## src/hdl/wfcs_pkg.sv

```systemverilog
package wfcs_pkg;

   localparam int unsigned MAX_CHUNK_WORDS_DEF = 256;
   localparam int unsigned QUEUE_DEPTH_DEF     = 4;
   localparam logic [15:0] TIMEOUT_RESET       = 16'd10000;

   typedef enum logic [2:0] {
      REQ_ID           = 3'd0,
      REQ_CHIP_ERASE   = 3'd1,
      REQ_SECTOR_ERASE = 3'd2,
      REQ_PROGRAM      = 3'd3,
      REQ_BUFFER       = 3'd4,
      REQ_READ_RETURN  = 3'd5,
      REQ_TICK         = 3'd6,
      REQ_ABORT        = 3'd7
   } req_kind_type;

   localparam logic [1:0] KIND_WRITE = 2'd0;
   localparam logic [1:0] KIND_READ  = 2'd1;
   localparam logic [1:0] KIND_ID    = 2'd2;
   localparam logic [1:0] KIND_DONE  = 2'd3;

   localparam logic [1:0] ST_OK      = 2'd0;
   localparam logic [1:0] ST_TIMEOUT = 2'd1;
   localparam logic [1:0] ST_ABORT   = 2'd2;

   localparam logic [23:0] ADDR_UNLOCK1 = 24'h000555;
   localparam logic [23:0] ADDR_UNLOCK2 = 24'h0002AA;
   localparam logic [23:0] ADDR_ZERO    = 24'h000000;
   localparam logic [23:0] ADDR_ID0     = 24'h000000;
   localparam logic [23:0] ADDR_ID1     = 24'h000001;
   localparam logic [23:0] ADDR_ID2     = 24'h00000E;
   localparam logic [23:0] ADDR_ID3     = 24'h00000F;
   localparam logic [23:0] SECTOR_MASK  = 24'hFF0000;

   localparam logic [15:0] CMD_UNLOCK1  = 16'h00AA;
   localparam logic [15:0] CMD_UNLOCK2  = 16'h0055;
   localparam logic [15:0] CMD_AUTOSEL  = 16'h0090;
   localparam logic [15:0] CMD_ERASE    = 16'h0080;
   localparam logic [15:0] CMD_CHIP     = 16'h0010;
   localparam logic [15:0] CMD_SECTOR   = 16'h0030;
   localparam logic [15:0] CMD_PROGRAM  = 16'h00A0;
   localparam logic [15:0] CMD_WBUF     = 16'h0025;
   localparam logic [15:0] CMD_WBUF_GO  = 16'h0029;
   localparam logic [15:0] CMD_RESET    = 16'h00F0;
   localparam int unsigned DQ7_BIT      = 7;

   typedef enum logic [3:0] {
      OP_ID     = 4'd0,
      OP_CHIP   = 4'd1,
      OP_SECTOR = 4'd2,
      OP_PROG   = 4'd3,
      OP_BUF    = 4'd4,
      OP_IDWORD = 4'd5,
      OP_MATCH  = 4'd6,
      OP_POLL   = 4'd7,
      OP_DONE   = 4'd8
   } op_type;

   typedef struct packed {
      logic [2:0]  req_type;
      logic [24:0] byte_addr;
      logic [15:0] data_word;
      logic [8:0]  chunk_len;
      logic        chunk_first;
      logic        chunk_last;
      logic [15:0] read_value;
   } req_type;

   typedef struct packed {
      logic [1:0]  out_kind;
      logic [23:0] bus_addr;
      logic [15:0] bus_data;
      logic [1:0]  done_status;
      logic        last;
   } rsp_type;

   typedef struct packed {
      op_type      op;
      logic [2:0]  first_step;
      logic [2:0]  final_step;
      logic [23:0] addr_a;
      logic [23:0] addr_b;
      logic [15:0] data;
      logic [8:0]  count;
      logic [1:0]  status;
   } desc_type;

endpackage

```

## src/hdl/word_flash_command_sequencer.sv

```systemverilog
// Command sequencer for a 16-bit NOR flash with the common unlock protocol.
// req_ channel: host requests, returned bus reads, timer ticks and aborts, one
// transaction per item. rsp_ channel: bus writes, bus reads, ID words and done
// reports, with last set on the final result of an item. Both channels use
// valid and stall; the receiver stalls. csr_ writes the polling timeout in
// ticks (reset value 10000); csr_ready is always high.
// The front classifies one item per cycle while the queue has room and updates
// the operation state, then queues a command descriptor (QUEUE_DEPTH entries).
// The back expands a descriptor into 1 to 7 results, one per cycle while
// rsp_stall is low, through an output register. An accepted item's descriptor
// is first written into the queue, and the back then registers its first
// result in the output register. An item that causes k results holds the back
// until all k are produced; items causing no result queue no descriptor.
// req_stall rises when the queue is full, so a stalled rsp_ channel backs up
// into the queue and then into the req_ channel.
// Reset clears the operation state, the queue and the output valid; no
// clearing pass is needed.
module word_flash_command_sequencer
   import wfcs_pkg::*;
#(
   parameter int unsigned MAX_CHUNK_WORDS = MAX_CHUNK_WORDS_DEF,
   parameter int unsigned QUEUE_DEPTH     = QUEUE_DEPTH_DEF
) (
   input  logic        clock,
   input  logic        reset,
   input  logic        req_valid,
   output logic        req_stall,
   input  req_type     req_payload,
   output logic        rsp_valid,
   input  logic        rsp_stall,
   output rsp_type     rsp_payload,
   input  logic        csr_valid,
   output logic        csr_ready,
   input  logic [15:0] csr_data
);

   logic     push_valid;
   desc_type push_desc;
   desc_type head_desc;
   logic     q_full;
   logic     q_empty;
   logic     pop;

   wfcs_front #(
      .MAX_CHUNK_WORDS(MAX_CHUNK_WORDS)
   ) u_front (
      .clock      (clock),
      .reset      (reset),
      .req_valid  (req_valid),
      .req_stall  (req_stall),
      .req_payload(req_payload),
      .csr_valid  (csr_valid),
      .csr_ready  (csr_ready),
      .csr_data   (csr_data),
      .q_full     (q_full),
      .push_valid (push_valid),
      .push_desc  (push_desc)
   );

   wfcs_queue #(
      .DEPTH(QUEUE_DEPTH)
   ) u_queue (
      .clock     (clock),
      .reset     (reset),
      .push_valid(push_valid),
      .push_desc (push_desc),
      .pop       (pop),
      .head_desc (head_desc),
      .full      (q_full),
      .empty     (q_empty)
   );

   wfcs_back u_back (
      .clock      (clock),
      .reset      (reset),
      .head_desc  (head_desc),
      .empty      (q_empty),
      .pop        (pop),
      .rsp_valid  (rsp_valid),
      .rsp_stall  (rsp_stall),
      .rsp_payload(rsp_payload)
   );

   a_queue_state: assert property (@(posedge clock) disable iff (reset)
      !(q_full && q_empty))
      else $error("queue reports full and empty together");

   a_idle_no_result: assert property (@(posedge clock) disable iff (reset)
      (q_empty && !rsp_valid) |=> !rsp_valid)
      else $error("result appeared with nothing queued");

   a_status_on_done: assert property (@(posedge clock) disable iff (reset)
      (rsp_valid && (rsp_payload.out_kind != KIND_DONE)) |-> (rsp_payload.done_status == ST_OK))
      else $error("status set on a result that is not done");

   a_reset_clears: assert property (@(posedge clock)
      reset |=> !rsp_valid)
      else $error("result valid after reset");

endmodule

```

## src/hdl/wfcs_front.sv

```systemverilog
module wfcs_front
   import wfcs_pkg::*;
#(
   parameter int unsigned MAX_CHUNK_WORDS = MAX_CHUNK_WORDS_DEF
) (
   input  logic        clock,
   input  logic        reset,
   input  logic        req_valid,
   output logic        req_stall,
   input  req_type     req_payload,
   input  logic        csr_valid,
   output logic        csr_ready,
   input  logic [15:0] csr_data,
   input  logic        q_full,
   output logic        push_valid,
   output desc_type    push_desc
);

   logic        polling_ff, polling_in;
   logic [23:0] poll_addr_ff, poll_addr_in;
   logic        expected_ff, expected_in;
   logic [15:0] tick_ff, tick_in;
   logic [23:0] chunk_start_ff, chunk_start_in;
   logic [8:0]  offset_ff, offset_in;
   logic [1:0]  discard_ff, discard_in;
   logic [2:0]  id_left_ff, id_left_in;
   logic [15:0] timeout_ff;

   logic        accept;
   logic        idle;
   logic [23:0] waddr;
   logic [9:0]  len_w;
   logic [23:0] p;
   logic        buf_go;
   logic [2:0]  disc_add;
   logic        disc_dec;
   logic [3:0]  disc_sum;
   logic        emit;
   desc_type    desc;

   assign req_stall = q_full;
   assign csr_ready = 1'b1;
   assign accept    = req_valid && !q_full;
   assign idle      = !polling_ff && (id_left_ff == 3'd0) && (offset_ff == 9'd0);
   assign waddr     = req_payload.byte_addr[24:1];
   assign disc_sum  = {2'b00, discard_ff} + {1'b0, disc_add};

   always_comb begin
      polling_in     = polling_ff;
      poll_addr_in   = poll_addr_ff;
      expected_in    = expected_ff;
      tick_in        = tick_ff;
      chunk_start_in = chunk_start_ff;
      offset_in      = offset_ff;
      id_left_in     = id_left_ff;
      disc_add       = 3'd0;
      disc_dec       = 1'b0;
      emit           = 1'b0;
      buf_go         = 1'b0;
      p              = waddr;
      len_w          = {1'b0, req_payload.chunk_len};
      desc.op         = OP_DONE;
      desc.first_step = 3'd0;
      desc.final_step = 3'd0;
      desc.addr_a     = waddr;
      desc.addr_b     = chunk_start_ff;
      desc.data       = req_payload.data_word;
      desc.count      = 9'd0;
      desc.status     = ST_OK;
      if (len_w == 10'd0) begin
         len_w = 10'd1;
      end
      if (len_w > 10'(MAX_CHUNK_WORDS)) begin
         len_w = 10'(MAX_CHUNK_WORDS);
      end
      case (req_payload.req_type)
         REQ_ID: begin
            if (idle) begin
               emit            = 1'b1;
               desc.op         = OP_ID;
               desc.final_step = 3'd6;
               id_left_in      = 3'd4;
            end
         end
         REQ_CHIP_ERASE: begin
            if (idle) begin
               emit            = 1'b1;
               desc.op         = OP_CHIP;
               desc.final_step = 3'd6;
            end
         end
         REQ_SECTOR_ERASE: begin
            if (idle) begin
               emit            = 1'b1;
               desc.op         = OP_SECTOR;
               desc.final_step = 3'd6;
               desc.addr_a     = waddr & SECTOR_MASK;
               polling_in      = 1'b1;
               poll_addr_in    = waddr & SECTOR_MASK;
               expected_in     = 1'b1;
               tick_in         = 16'd0;
            end
         end
         REQ_PROGRAM: begin
            if (idle) begin
               emit            = 1'b1;
               desc.op         = OP_PROG;
               desc.final_step = 3'd4;
               polling_in      = 1'b1;
               poll_addr_in    = waddr;
               expected_in     = req_payload.data_word[DQ7_BIT];
               tick_in         = 16'd0;
            end
         end
         REQ_BUFFER: begin
            if (!polling_ff && (id_left_ff == 3'd0)) begin
               if (req_payload.chunk_first) begin
                  buf_go          = 1'b1;
                  p               = waddr;
                  chunk_start_in  = waddr;
                  offset_in       = 9'd1;
                  desc.first_step = 3'd0;
               end else if (offset_ff != 9'd0) begin
                  buf_go          = 1'b1;
                  p               = 24'(chunk_start_ff + {15'd0, offset_ff});
                  offset_in       = offset_ff + 9'd1;
                  desc.first_step = 3'd4;
               end
               if (buf_go) begin
                  emit            = 1'b1;
                  desc.op         = OP_BUF;
                  desc.addr_a     = p;
                  desc.addr_b     = chunk_start_in;
                  desc.count      = 9'(len_w - 10'd1);
                  desc.final_step = 3'd4;
                  if (req_payload.chunk_last) begin
                     desc.final_step = 3'd6;
                     polling_in      = 1'b1;
                     poll_addr_in    = p;
                     expected_in     = req_payload.data_word[DQ7_BIT];
                     tick_in         = 16'd0;
                     offset_in       = 9'd0;
                  end
               end
            end
         end
         REQ_READ_RETURN: begin
            if (discard_ff != 2'd0) begin
               disc_dec = 1'b1;
            end else if (id_left_ff != 3'd0) begin
               emit       = 1'b1;
               desc.op    = OP_IDWORD;
               desc.data  = req_payload.read_value;
               id_left_in = id_left_ff - 3'd1;
               if (id_left_ff == 3'd1) begin
                  desc.final_step = 3'd2;
               end
            end else if (polling_ff) begin
               emit        = 1'b1;
               desc.addr_a = poll_addr_ff;
               if (req_payload.read_value[DQ7_BIT] == expected_ff) begin
                  desc.op         = OP_MATCH;
                  desc.final_step = 3'd2;
                  disc_add        = 3'd2;
                  polling_in      = 1'b0;
               end else begin
                  desc.op = OP_POLL;
               end
            end
         end
         REQ_TICK: begin
            if (polling_ff) begin
               if (tick_ff >= timeout_ff) begin
                  emit        = 1'b1;
                  desc.op     = OP_DONE;
                  desc.status = ST_TIMEOUT;
                  polling_in  = 1'b0;
                  disc_add    = 3'd1;
               end else begin
                  tick_in = tick_ff + 16'd1;
               end
            end
         end
         default: begin
            if (!idle) begin
               emit        = 1'b1;
               desc.op     = OP_DONE;
               desc.status = ST_ABORT;
               disc_add    = id_left_ff + {2'b00, polling_ff};
               polling_in  = 1'b0;
               id_left_in  = 3'd0;
               offset_in   = 9'd0;
            end
         end
      endcase
      if (disc_dec) begin
         discard_in = discard_ff - 2'd1;
      end else if (disc_sum > 4'd3) begin
         discard_in = 2'd3;
      end else begin
         discard_in = disc_sum[1:0];
      end
   end

   assign push_valid = accept && emit;
   assign push_desc  = desc;

   always_ff @(posedge clock) begin
      if (reset) begin
         polling_ff     <= 1'b0;
         poll_addr_ff   <= '0;
         expected_ff    <= 1'b0;
         tick_ff        <= '0;
         chunk_start_ff <= '0;
         offset_ff      <= '0;
         discard_ff     <= '0;
         id_left_ff     <= '0;
         timeout_ff     <= TIMEOUT_RESET;
      end else begin
         if (csr_valid && csr_ready) begin
            timeout_ff <= csr_data;
         end
         if (accept) begin
            polling_ff     <= polling_in;
            poll_addr_ff   <= poll_addr_in;
            expected_ff    <= expected_in;
            tick_ff        <= tick_in;
            chunk_start_ff <= chunk_start_in;
            offset_ff      <= offset_in;
            discard_ff     <= discard_in;
            id_left_ff     <= id_left_in;
         end
      end
   end

endmodule

```

## src/hdl/wfcs_queue.sv

```systemverilog
module wfcs_queue
   import wfcs_pkg::*;
#(
   parameter int unsigned DEPTH = QUEUE_DEPTH_DEF
) (
   input  logic     clock,
   input  logic     reset,
   input  logic     push_valid,
   input  desc_type push_desc,
   input  logic     pop,
   output desc_type head_desc,
   output logic     full,
   output logic     empty
);

   localparam int unsigned PW = (DEPTH > 1) ? $clog2(DEPTH) : 1;
   localparam int unsigned CW = $clog2(DEPTH + 1);

   desc_type        mem_ff [DEPTH];
   logic [PW-1:0]   wr_ptr_ff, wr_ptr_in;
   logic [PW-1:0]   rd_ptr_ff, rd_ptr_in;
   logic [CW-1:0]   count_ff, count_in;
   logic            do_push;
   logic            do_pop;

   assign full      = (count_ff == CW'(DEPTH));
   assign empty     = (count_ff == '0);
   assign do_push   = push_valid && !full;
   assign do_pop    = pop && !empty;
   assign head_desc = mem_ff[rd_ptr_ff];

   always_comb begin
      wr_ptr_in = wr_ptr_ff;
      rd_ptr_in = rd_ptr_ff;
      count_in  = count_ff;
      if (do_push) begin
         wr_ptr_in = (wr_ptr_ff == PW'(DEPTH - 1)) ? '0 : wr_ptr_ff + 1'b1;
      end
      if (do_pop) begin
         rd_ptr_in = (rd_ptr_ff == PW'(DEPTH - 1)) ? '0 : rd_ptr_ff + 1'b1;
      end
      if (do_push && !do_pop) begin
         count_in = count_ff + 1'b1;
      end else if (do_pop && !do_push) begin
         count_in = count_ff - 1'b1;
      end
   end

   always_ff @(posedge clock) begin
      if (do_push) begin
         mem_ff[wr_ptr_ff] <= push_desc;
      end
   end

   always_ff @(posedge clock) begin
      if (reset) begin
         wr_ptr_ff <= '0;
         rd_ptr_ff <= '0;
         count_ff  <= '0;
      end else begin
         wr_ptr_ff <= wr_ptr_in;
         rd_ptr_ff <= rd_ptr_in;
         count_ff  <= count_in;
      end
   end

endmodule

```

## src/hdl/wfcs_back.sv

```systemverilog
module wfcs_back
   import wfcs_pkg::*;
(
   input  logic     clock,
   input  logic     reset,
   input  desc_type head_desc,
   input  logic     empty,
   output logic     pop,
   output logic     rsp_valid,
   input  logic     rsp_stall,
   output rsp_type  rsp_payload
);

   function automatic rsp_type bus_op(input logic [1:0] kind, input logic [23:0] addr,
                                      input logic [15:0] data, input logic [1:0] status);
      rsp_type r;
      r.out_kind    = kind;
      r.bus_addr    = addr;
      r.bus_data    = data;
      r.done_status = status;
      r.last        = 1'b0;
      return r;
   endfunction

   function automatic rsp_type step_result(input desc_type d, input logic [2:0] step);
      rsp_type r;
      logic [15:0] cnt16;
      cnt16 = {7'd0, d.count};
      r = bus_op(KIND_DONE, ADDR_ZERO, 16'd0, d.status);
      case (d.op)
         OP_ID: begin
            case (step)
               3'd0: r = bus_op(KIND_WRITE, ADDR_UNLOCK1, CMD_UNLOCK1, ST_OK);
               3'd1: r = bus_op(KIND_WRITE, ADDR_UNLOCK2, CMD_UNLOCK2, ST_OK);
               3'd2: r = bus_op(KIND_WRITE, ADDR_UNLOCK1, CMD_AUTOSEL, ST_OK);
               3'd3: r = bus_op(KIND_READ, ADDR_ID0, 16'd0, ST_OK);
               3'd4: r = bus_op(KIND_READ, ADDR_ID1, 16'd0, ST_OK);
               3'd5: r = bus_op(KIND_READ, ADDR_ID2, 16'd0, ST_OK);
               default: r = bus_op(KIND_READ, ADDR_ID3, 16'd0, ST_OK);
            endcase
         end
         OP_CHIP, OP_SECTOR: begin
            case (step)
               3'd0: r = bus_op(KIND_WRITE, ADDR_UNLOCK1, CMD_UNLOCK1, ST_OK);
               3'd1: r = bus_op(KIND_WRITE, ADDR_UNLOCK2, CMD_UNLOCK2, ST_OK);
               3'd2: r = bus_op(KIND_WRITE, ADDR_UNLOCK1, CMD_ERASE, ST_OK);
               3'd3: r = bus_op(KIND_WRITE, ADDR_UNLOCK1, CMD_UNLOCK1, ST_OK);
               3'd4: r = bus_op(KIND_WRITE, ADDR_UNLOCK2, CMD_UNLOCK2, ST_OK);
               3'd5: begin
                  if (d.op == OP_CHIP) begin
                     r = bus_op(KIND_WRITE, ADDR_UNLOCK1, CMD_CHIP, ST_OK);
                  end else begin
                     r = bus_op(KIND_WRITE, d.addr_a, CMD_SECTOR, ST_OK);
                  end
               end
               default: begin
                  if (d.op == OP_CHIP) begin
                     r = bus_op(KIND_DONE, ADDR_ZERO, 16'd0, ST_OK);
                  end else begin
                     r = bus_op(KIND_READ, d.addr_a, 16'd0, ST_OK);
                  end
               end
            endcase
         end
         OP_PROG: begin
            case (step)
               3'd0: r = bus_op(KIND_WRITE, ADDR_UNLOCK1, CMD_UNLOCK1, ST_OK);
               3'd1: r = bus_op(KIND_WRITE, ADDR_UNLOCK2, CMD_UNLOCK2, ST_OK);
               3'd2: r = bus_op(KIND_WRITE, ADDR_UNLOCK1, CMD_PROGRAM, ST_OK);
               3'd3: r = bus_op(KIND_WRITE, d.addr_a, d.data, ST_OK);
               default: r = bus_op(KIND_READ, d.addr_a, 16'd0, ST_OK);
            endcase
         end
         OP_BUF: begin
            case (step)
               3'd0: r = bus_op(KIND_WRITE, ADDR_UNLOCK1, CMD_UNLOCK1, ST_OK);
               3'd1: r = bus_op(KIND_WRITE, ADDR_UNLOCK2, CMD_UNLOCK2, ST_OK);
               3'd2: r = bus_op(KIND_WRITE, d.addr_b, CMD_WBUF, ST_OK);
               3'd3: r = bus_op(KIND_WRITE, d.addr_b, cnt16, ST_OK);
               3'd4: r = bus_op(KIND_WRITE, d.addr_a, d.data, ST_OK);
               3'd5: r = bus_op(KIND_WRITE, d.addr_b, CMD_WBUF_GO, ST_OK);
               default: r = bus_op(KIND_READ, d.addr_a, 16'd0, ST_OK);
            endcase
         end
         OP_IDWORD: begin
            case (step)
               3'd0: r = bus_op(KIND_ID, ADDR_ZERO, d.data, ST_OK);
               3'd1: r = bus_op(KIND_WRITE, ADDR_ZERO, CMD_RESET, ST_OK);
               default: r = bus_op(KIND_DONE, ADDR_ZERO, 16'd0, ST_OK);
            endcase
         end
         OP_MATCH: begin
            case (step)
               3'd0, 3'd1: r = bus_op(KIND_READ, d.addr_a, 16'd0, ST_OK);
               default: r = bus_op(KIND_DONE, ADDR_ZERO, 16'd0, ST_OK);
            endcase
         end
         OP_POLL: begin
            r = bus_op(KIND_READ, d.addr_a, 16'd0, ST_OK);
         end
         default: begin
            r = bus_op(KIND_DONE, ADDR_ZERO, 16'd0, d.status);
         end
      endcase
      return r;
   endfunction

   logic       rsp_valid_ff, rsp_valid_in;
   rsp_type    rsp_ff, rsp_in;
   logic [2:0] off_ff, off_in;
   logic [2:0] step;
   logic       advance;
   logic       produce;
   logic       at_end;

   assign step    = head_desc.first_step + off_ff;
   assign advance = !rsp_valid_ff || !rsp_stall;
   assign produce = advance && !empty;
   assign at_end  = (step == head_desc.final_step);
   assign pop     = produce && at_end;

   always_comb begin
      rsp_in       = step_result(head_desc, step);
      rsp_in.last  = at_end;
      rsp_valid_in = advance ? !empty : rsp_valid_ff;
      off_in       = off_ff;
      if (produce) begin
         off_in = at_end ? 3'd0 : off_ff + 3'd1;
      end
   end

   always_ff @(posedge clock) begin
      if (produce) begin
         rsp_ff <= rsp_in;
      end
   end

   always_ff @(posedge clock) begin
      if (reset) begin
         rsp_valid_ff <= 1'b0;
         off_ff       <= '0;
      end else begin
         rsp_valid_ff <= rsp_valid_in;
         off_ff       <= off_in;
      end
   end

   assign rsp_valid   = rsp_valid_ff;
   assign rsp_payload = rsp_ff;

endmodule

```

## config.mk

```make
export PLATFORM = sky130hd
export DESIGN_NAME = word_flash_command_sequencer
export DESIGN_NICKNAME = d
export VERILOG_FILES = /design/src/hdl/wfcs_pkg.sv /design/src/hdl/word_flash_command_sequencer.sv /design/src/hdl/wfcs_front.sv /design/src/hdl/wfcs_queue.sv /design/src/hdl/wfcs_back.sv
export SDC_FILE = /design/constraint.sdc
export NUM_CORES = 1
export LEC_CHECK = 0
export BUFFER_PORTS_ARGS = -buffer_cell sky130_fd_sc_hd__buf_4
export CAP_MARGIN = 40
export CORE_UTILIZATION = 55
export DETAILED_ROUTE_END_ITERATION = 8
export GPL_ROUTABILITY_DRIVEN = 1
export PLACE_DENSITY = 0.85
export RECOVER_POWER = 25
export SLEW_MARGIN = 0
export SYNTH_ARGS = -nofsm -noshare
export SYNTH_HDL_FRONTEND = slang
export SYNTH_HIERARCHICAL = 1
export SYNTH_SLANG_ARGS = --single-unit
```

## constraint.sdc

```tcl
create_clock -name clock -period 5.49 [get_ports clock]
set_input_delay 1.3725 -clock clock [delete_from_list [all_inputs] [get_ports clock]]
set_output_delay 1.3725 -clock clock [all_outputs]
set_load 0.01 [all_outputs]
```

# Word-level counts from Yosys, hierarchy flattened
# Memories as Yosys holds them, arrays and structs flattened. A register that Yosys moved wholly into a read port is not among the register bits.
# Cells that the tools add are included.
[word_totals] regBits=152 latchBits=0 mem_bits_rw=340 rom_bits=0 in_bits=92 output_inout_bits=48 elab_cells=255 n_memories=1
[memory_table] memory="u_queue.mem_ff" depth=4 word_bits=85 rd=1 rd_clocked_by_memory_dff=1 wr=1 line="wfcs_queue.sv:19" text="desc_type mem_ff [DEPTH];"
[classes] addsub=14 mul=0 n_div=0 magnitude_cmp=3 n_eq_ne=39 shifts=0 muxes=128 n_bitwise=3 reduce_logical=48
[ops] cell="44-bit one-hot mux with 6 select lines" count=2
[ops] cell="45-bit one-hot mux with 7 select lines" count=1
[ops] cell="24-bit two-way mux" count=10
[ops] cell="45-bit one-hot mux with 4 select lines" count=1
[ops] cell="44-bit one-hot mux with 4 select lines" count=1
[ops] cell="16-bit two-way mux" count=9
[ops] cell="24-bit one-hot mux with 3 select lines" count=2
[ops] cell="9-bit two-way mux" count=11
[ops] cell="45-bit two-way mux" count=2
[ops] cell="45-bit one-hot mux with 2 select lines" count=1
[ops] cell="27-bit two-way mux" count=3
[ops] cell="58-bit two-way mux" count=1
[ops] cell="3-bit two-way mux" count=18
[ops] cell="51-bit two-way mux" count=1
[ops] cell="16-bit one-hot mux with 3 select lines" count=1
[ops] cell="43-bit two-way mux" count=1
[ops] cell="1-bit two-way mux" count=35
[ops] cell="4-bit two-way mux" count=8
[ops] cell="24-bit by 9-bit adder with 24-bit output" count=1
[ops] cell="4-bit one-hot mux with 6 select lines" count=1
[ops] cell="2-bit two-way mux" count=11
[ops] cell="3-bit == test, second input constant" count=6
[ops] cell="9-bit logical NOT" count=2
[ops] cell="3-bit one-hot mux with 3 select lines" count=2
[ops] cell="other kinds (50)" count=104

# Logic depth before layout (Yosys ltp)
[logic_depth] ltp_word=14 mapped_depth=18 ltp_nobuf=17

# By module
# The synthesis kept the hierarchy.
[modules_own_cells] mod="wfcs_queue" n_inst=1 cells_each=494 area_per_inst_um2=12789.8 seq_area_each_um2=10390.0
[modules_own_cells] mod="wfcs_front" n_inst=1 cells_each=902 area_per_inst_um2=7058.0 seq_area_each_um2=1921.8
[modules_own_cells] mod="wfcs_back" n_inst=1 cells_each=413 area_per_inst_um2=3540.9 seq_area_each_um2=1431.4

# Worst setup path before layout
# No wires, ideal clock.
[synth_timing] path_kind="input to register" startpoint="in req_payload[69] (netlist name)" endpoint="mem u_queue/mem_ff[3][0] (netlist name), enable pin" setup_time_ns=0.453 arrival_ns=4.742 t_required_ns=5.037 setup_slack_ns=0.295 path_stages=9 path_buffers=1 path_cell_list="and2b_1 -> nand2b_1 -> buf_2 -> nor2_1 -> nand2_1 -> o21ai_0 -> nor4_1 -> nor2_1 -> and3_1"
[synth_via] elab_chain_len=7 elab_cells_between_ends=13 classes_between="eq/ne (6); mux (3); reduce/logical (4)"
[synth_lines] item="from (decl)" line="word_flash_command_sequencer.sv:28" text="input req_type req_payload,"
[synth_lines] item="3-bit by 1-bit == test with 1-bit output (tied with other cells)" line="wfcs_front.sv:76" text="case (req_payload.req_type)"
[synth_lines] item="4-bit OR reduction (no source line)"
[synth_lines] item="1-bit one-hot mux with 4 select lines (*)" line="wfcs_front.sv:76"
[synth_lines] item="1-bit logical AND (*)" line="wfcs_front.sv:205" text="assign push_valid = accept && emit;"
[synth_lines] item="net push_valid" line="word_flash_command_sequencer.sv:37" text="logic push_valid;"
[synth_lines] item="1-bit logical AND (*)" line="wfcs_queue.sv:28" text="assign do_push = push_valid && !full;"
[synth_lines] item="1-bit two-way mux (*)" line="wfcs_queue.sv:50" text="if (do_push) begin"
[synth_lines] item="1-bit two-way mux (not written as such) (*)" line="wfcs_queue.sv:51" text="mem_ff[wr_ptr_ff] <= push_desc;"
[synth_lines] item="to (decl)" line="wfcs_queue.sv:19"
# The timed path passes the listed nets; every way through them passes the cells marked *.

# Worst setup path after layout
[layout_timing] startpoint="in req_payload[69] (netlist name)" endpoint="reg u_queue.count_ff[2]"
[layout_via] elab_chain_len=8 elab_cells_between_ends=16 classes_between="eq/ne (6); mux (2); reduce/logical (8)"
[layout_lines] item="3-bit by 1-bit == test with 1-bit output (tied with other cells)" line="wfcs_front.sv:76"
[layout_lines] item="4-bit OR reduction (no source line)"
[layout_lines] item="1-bit one-hot mux with 4 select lines (*)" line="wfcs_front.sv:76"
[layout_lines] item="1-bit logical AND (*)" line="wfcs_front.sv:205"
[layout_lines] item="net push_valid" line="word_flash_command_sequencer.sv:37"
[layout_lines] item="1-bit logical AND (*)" line="wfcs_queue.sv:28"
[layout_lines] item="net u_queue.do_push" line="wfcs_queue.sv:23" text="logic do_push;"
[layout_lines] item="1-bit logical NOT" line="wfcs_queue.sv:44" text="end else if (do_pop && !do_push) begin"
[layout_lines] item="1-bit logical AND" line="wfcs_queue.sv:44"
[layout_lines] item="2-bit nonzero test (no source line)"
[layout_lines] item="to (signal assigned)" line="wfcs_queue.sv:63" text="count_ff <= count_in;"
[layout_lines] item="to (decl)" line="wfcs_queue.sv:22" text="logic [CW-1:0] count_ff, count_in;"
# Marks and branches as above.
# A chain may end at the register's enable or synchronous reset.

==> flow_summary.toml <==
[floorplanning]
core_area_um2 = 41950
die_w_um = 208.2
die_area_um2 = 43350
die_h_um = 208.2
ios = 140
start_util_pct = 55.76
num_rows = 75

[timing]
finalSetupTns_ns = 0
tightestPinTransition_ns = 3.635
hold_viol = 0
fin_ws_ns = 0.9112
finalCriticalPeriod_ns = 4.579
rsz0062_at_grt = "false"
fmax_mhz = 218.4
period_share_pct = 83.40
setup_violations = 0
holdWs_ns = 0.4771
slew_viol_final = 126
slew-limit-headroom_pct = -142.4
finalClockSkew_ns = 0.02124

[job]
cap_violations = 3

[finish]
drive_above_1_share_pct = 17.29
syn_to_final_growth_pct = 12.24
fin_area_um2 = 26250
most-common-layout-cells = "edfxtp_1, nand2_1, nor2_1"
layout.nets = 2066
mostFrequentLayoutCell = "edfxtp_1"

[synth]
ys_dominant_reg_cell = "edfxtp_1"
synth_cells = 1809
netlist_top_cells_area = "edfxtp_1, dfxtp_1, mux4_2"
synth_top_area_share_pct = 49.43
yosys_warnings = 6
synth_edf_count = 385
synth.avg_cell_area_um2 = 12.93
ys_seq_area_share_pct = 58.76
synthesis.area_um2 = 23390
async_flop_share_pct = 0
ys_types = 91
synth-seq-cells = 494
synth_top_area_cell = "edfxtp_1"

[grt]
grt_overflow = 0
grt_max_degree = 74
antenna_found_initial = 1
grt_pass1_wl_mm = 90.87
grt_pass1_vias = 16140
grt_use_total_pct = 26.93

[cts]
cts_root_buffer = "clkbuf_16"
htreeDepth = 2
clock-sinks = 494
numCtsBuffers = 49
worstSkewPairLatency_ns = 0.60
cts_max_path_buffers = 3
path_clk_slew_ns = 0.06
tritoncts = "done"
post_cts_buffers = 0
cts_resized = 0
hold_buffers = 0

[detailed_routing]
avgRoutedWirePerCell_um = 23.14
initialDrtViolationCount = 1915
vias = 16350
viasPerCell = 6.526
antenna_left = 0
totalWireLength_mm = 58.00
drtPass1Iterations = 6
drc_errors = 0

[outcome]
violations = "capacitance limit, slew limit"
status = "finished with violations"

[power]
comb_power_share_pct = 22.2
power_density_nw_per_um2 = 386.0
p_clk_share_pct = 31.3
power.internal_uw = 7066
vdd_drop_max_uv = 261.6
pwr-share-seq_pct = 46.5
p_sw_uw = 3066
finalPower_uw = 10130
leakage_uw = 0.008957
swShare_pct = 30.26

[place]
pre_cts_slack_ns = 0.6441
dp_hpwl_mm = 38.86
gp_congestion = 0.9341
placed_area_um2 = 24960
io_buffer_count = 137

[critical_path]
critPathRequiredTime_ns = 5.94
critical_path_class = "primary input to flop"
worst_setup_path_start_kind = "primary input"
cp-end-kind = "flop"
cp_data_arrival_time_ns = 5.03
path_max_fanout = 15

[hold_path]
hp-class = "flop to flop"
==> kinds of logic after synthesis <==
group                      count (synthesis)  share of synthesized area (%)
DFF                                      494                          58.76
and+or+nand+nor                          493                          10.32
AOI/OAI and AO/OA                        415                          11.77
buffers and inverters                    161                          3.386
muxes                                    147                          11.05
adders and majority gates                 49                          2.750
xor gates and xnor gates                  48                          1.926
other                                      2                        0.03211
==> flip-flops by register name (all words and copies together) (netlist names), 2 cells and up, named ones only <==
signal	count
u_front/chunk_start_ff	24
u_back/rsp_payload	45
u_front/poll_addr_ff	24
u_front/tick_ff	16
u_queue/rd_ptr_ff	2
u_queue/count_ff	3
u_queue/mem_ff	340
u_front/offset_ff	9
u_front/id_left_ff	3
u_front/discard_ff	2
u_front/timeout_ff	16
u_queue/wr_ptr_ff	2
u_back/off_ff	3
==> critical path, stage by stage <==
cell and delay [ns]:
clkbuf_1 0.26, and2b_1 0.38, nand2b_1 0.31, nor2_1 0.30, nand2_1 0.12, o21ai_0 0.27
nor4_1 0.10, nor2_1 0.11, buf_4 0.19, inv_1 0.08, nor2_1 0.20, ha_1 0.23
inv_1 0.07, fa_1 0.37, xor2_1 0.18, or3_1 0.31, a21oi_1 0.18
==> final cells by class <==
type	count	area [µm²]
fill	3026	15700
clock buffer	60	1277
inverter	46	172.7
sequential	494	13750
tap	539	674.4
antenna	1	2.502
clock inverter	32	247.7
timing repair buffer	178	1244
multi-input combinational	1156	8882
==> cells in the mapped netlist, types with 17 or more instances <==
master,n
mux2_2,40
a21oi_1,105
mux2i_1,22
a211oi_1,26
o21ai_0,94
a22oi_1,23
nand2b_1,20
buf_2,27
a31oi_1,17
clkbuf_1,63
nor2_1,122
nor3_1,33
and3_1,20
nand3_1,42
mux4_2,85
o211ai_1,21
ha_1,45
xnor2_1,30
edfxtp_1,385
nand2_1,153
dfxtp_1,109
inv_1,44
==> path summary, 6_finish.rpt <==
| check | start | endpoint | slack (ns) | depth (start not counted) |
|---|---|---|---|---|
| worst max-delay path | req_payload[69] | u_queue/count_ff[2]$_SDFFE_PP0P_ | 0.91 | 17 |
| worst min-delay path | u_front/chunk_start_ff[7]$_SDFFE_PP0P_ | u_front/chunk_start_ff[7]$_SDFFE_PP0P_ | 0.48 | 2 |
| worst max register to register | u_front/id_left_ff[0]$_SDFFE_PP0P_ | u_queue/count_ff[2]$_SDFFE_PP0P_ | 0.94 | 16 |
| worst min register to register | u_front/chunk_start_ff[7]$_SDFFE_PP0P_ | u_front/chunk_start_ff[7]$_SDFFE_PP0P_ | 0.48 | 2 |
==> routing by layer <==
layer	global-route usage (%)	vias to the layer above	part of all wire, %
li1	-	7184	-
met1	35.08	7997	39
met2	44.85	980	48
met3	5.766	192	9.1
met4	9.323	0	3.8
met5	0	-	0
==> metrics by stage <==
stage | util, % | cells
after floorplan | - | 1811
after global placement | 59.13 | 2402
after detailed placement | 59.50 | 2413
after CTS | 63.14 | 2505
after global routing | 62.58 | 2506
final | 62.58 | 2506
==> power groups by stage <==
stage                     registers, µW  clock network [µW]  logic (µW)
final                              4720                3170        2250
after global routing               4750                3360        2430
after CTS                          4710                3230        2390
after detailed placement           4780                   0        2370
after global placement             4760                   0        2280
after floorplan                    4830                   0        1440
Note: power is estimated with default switching activity, not from simulation.
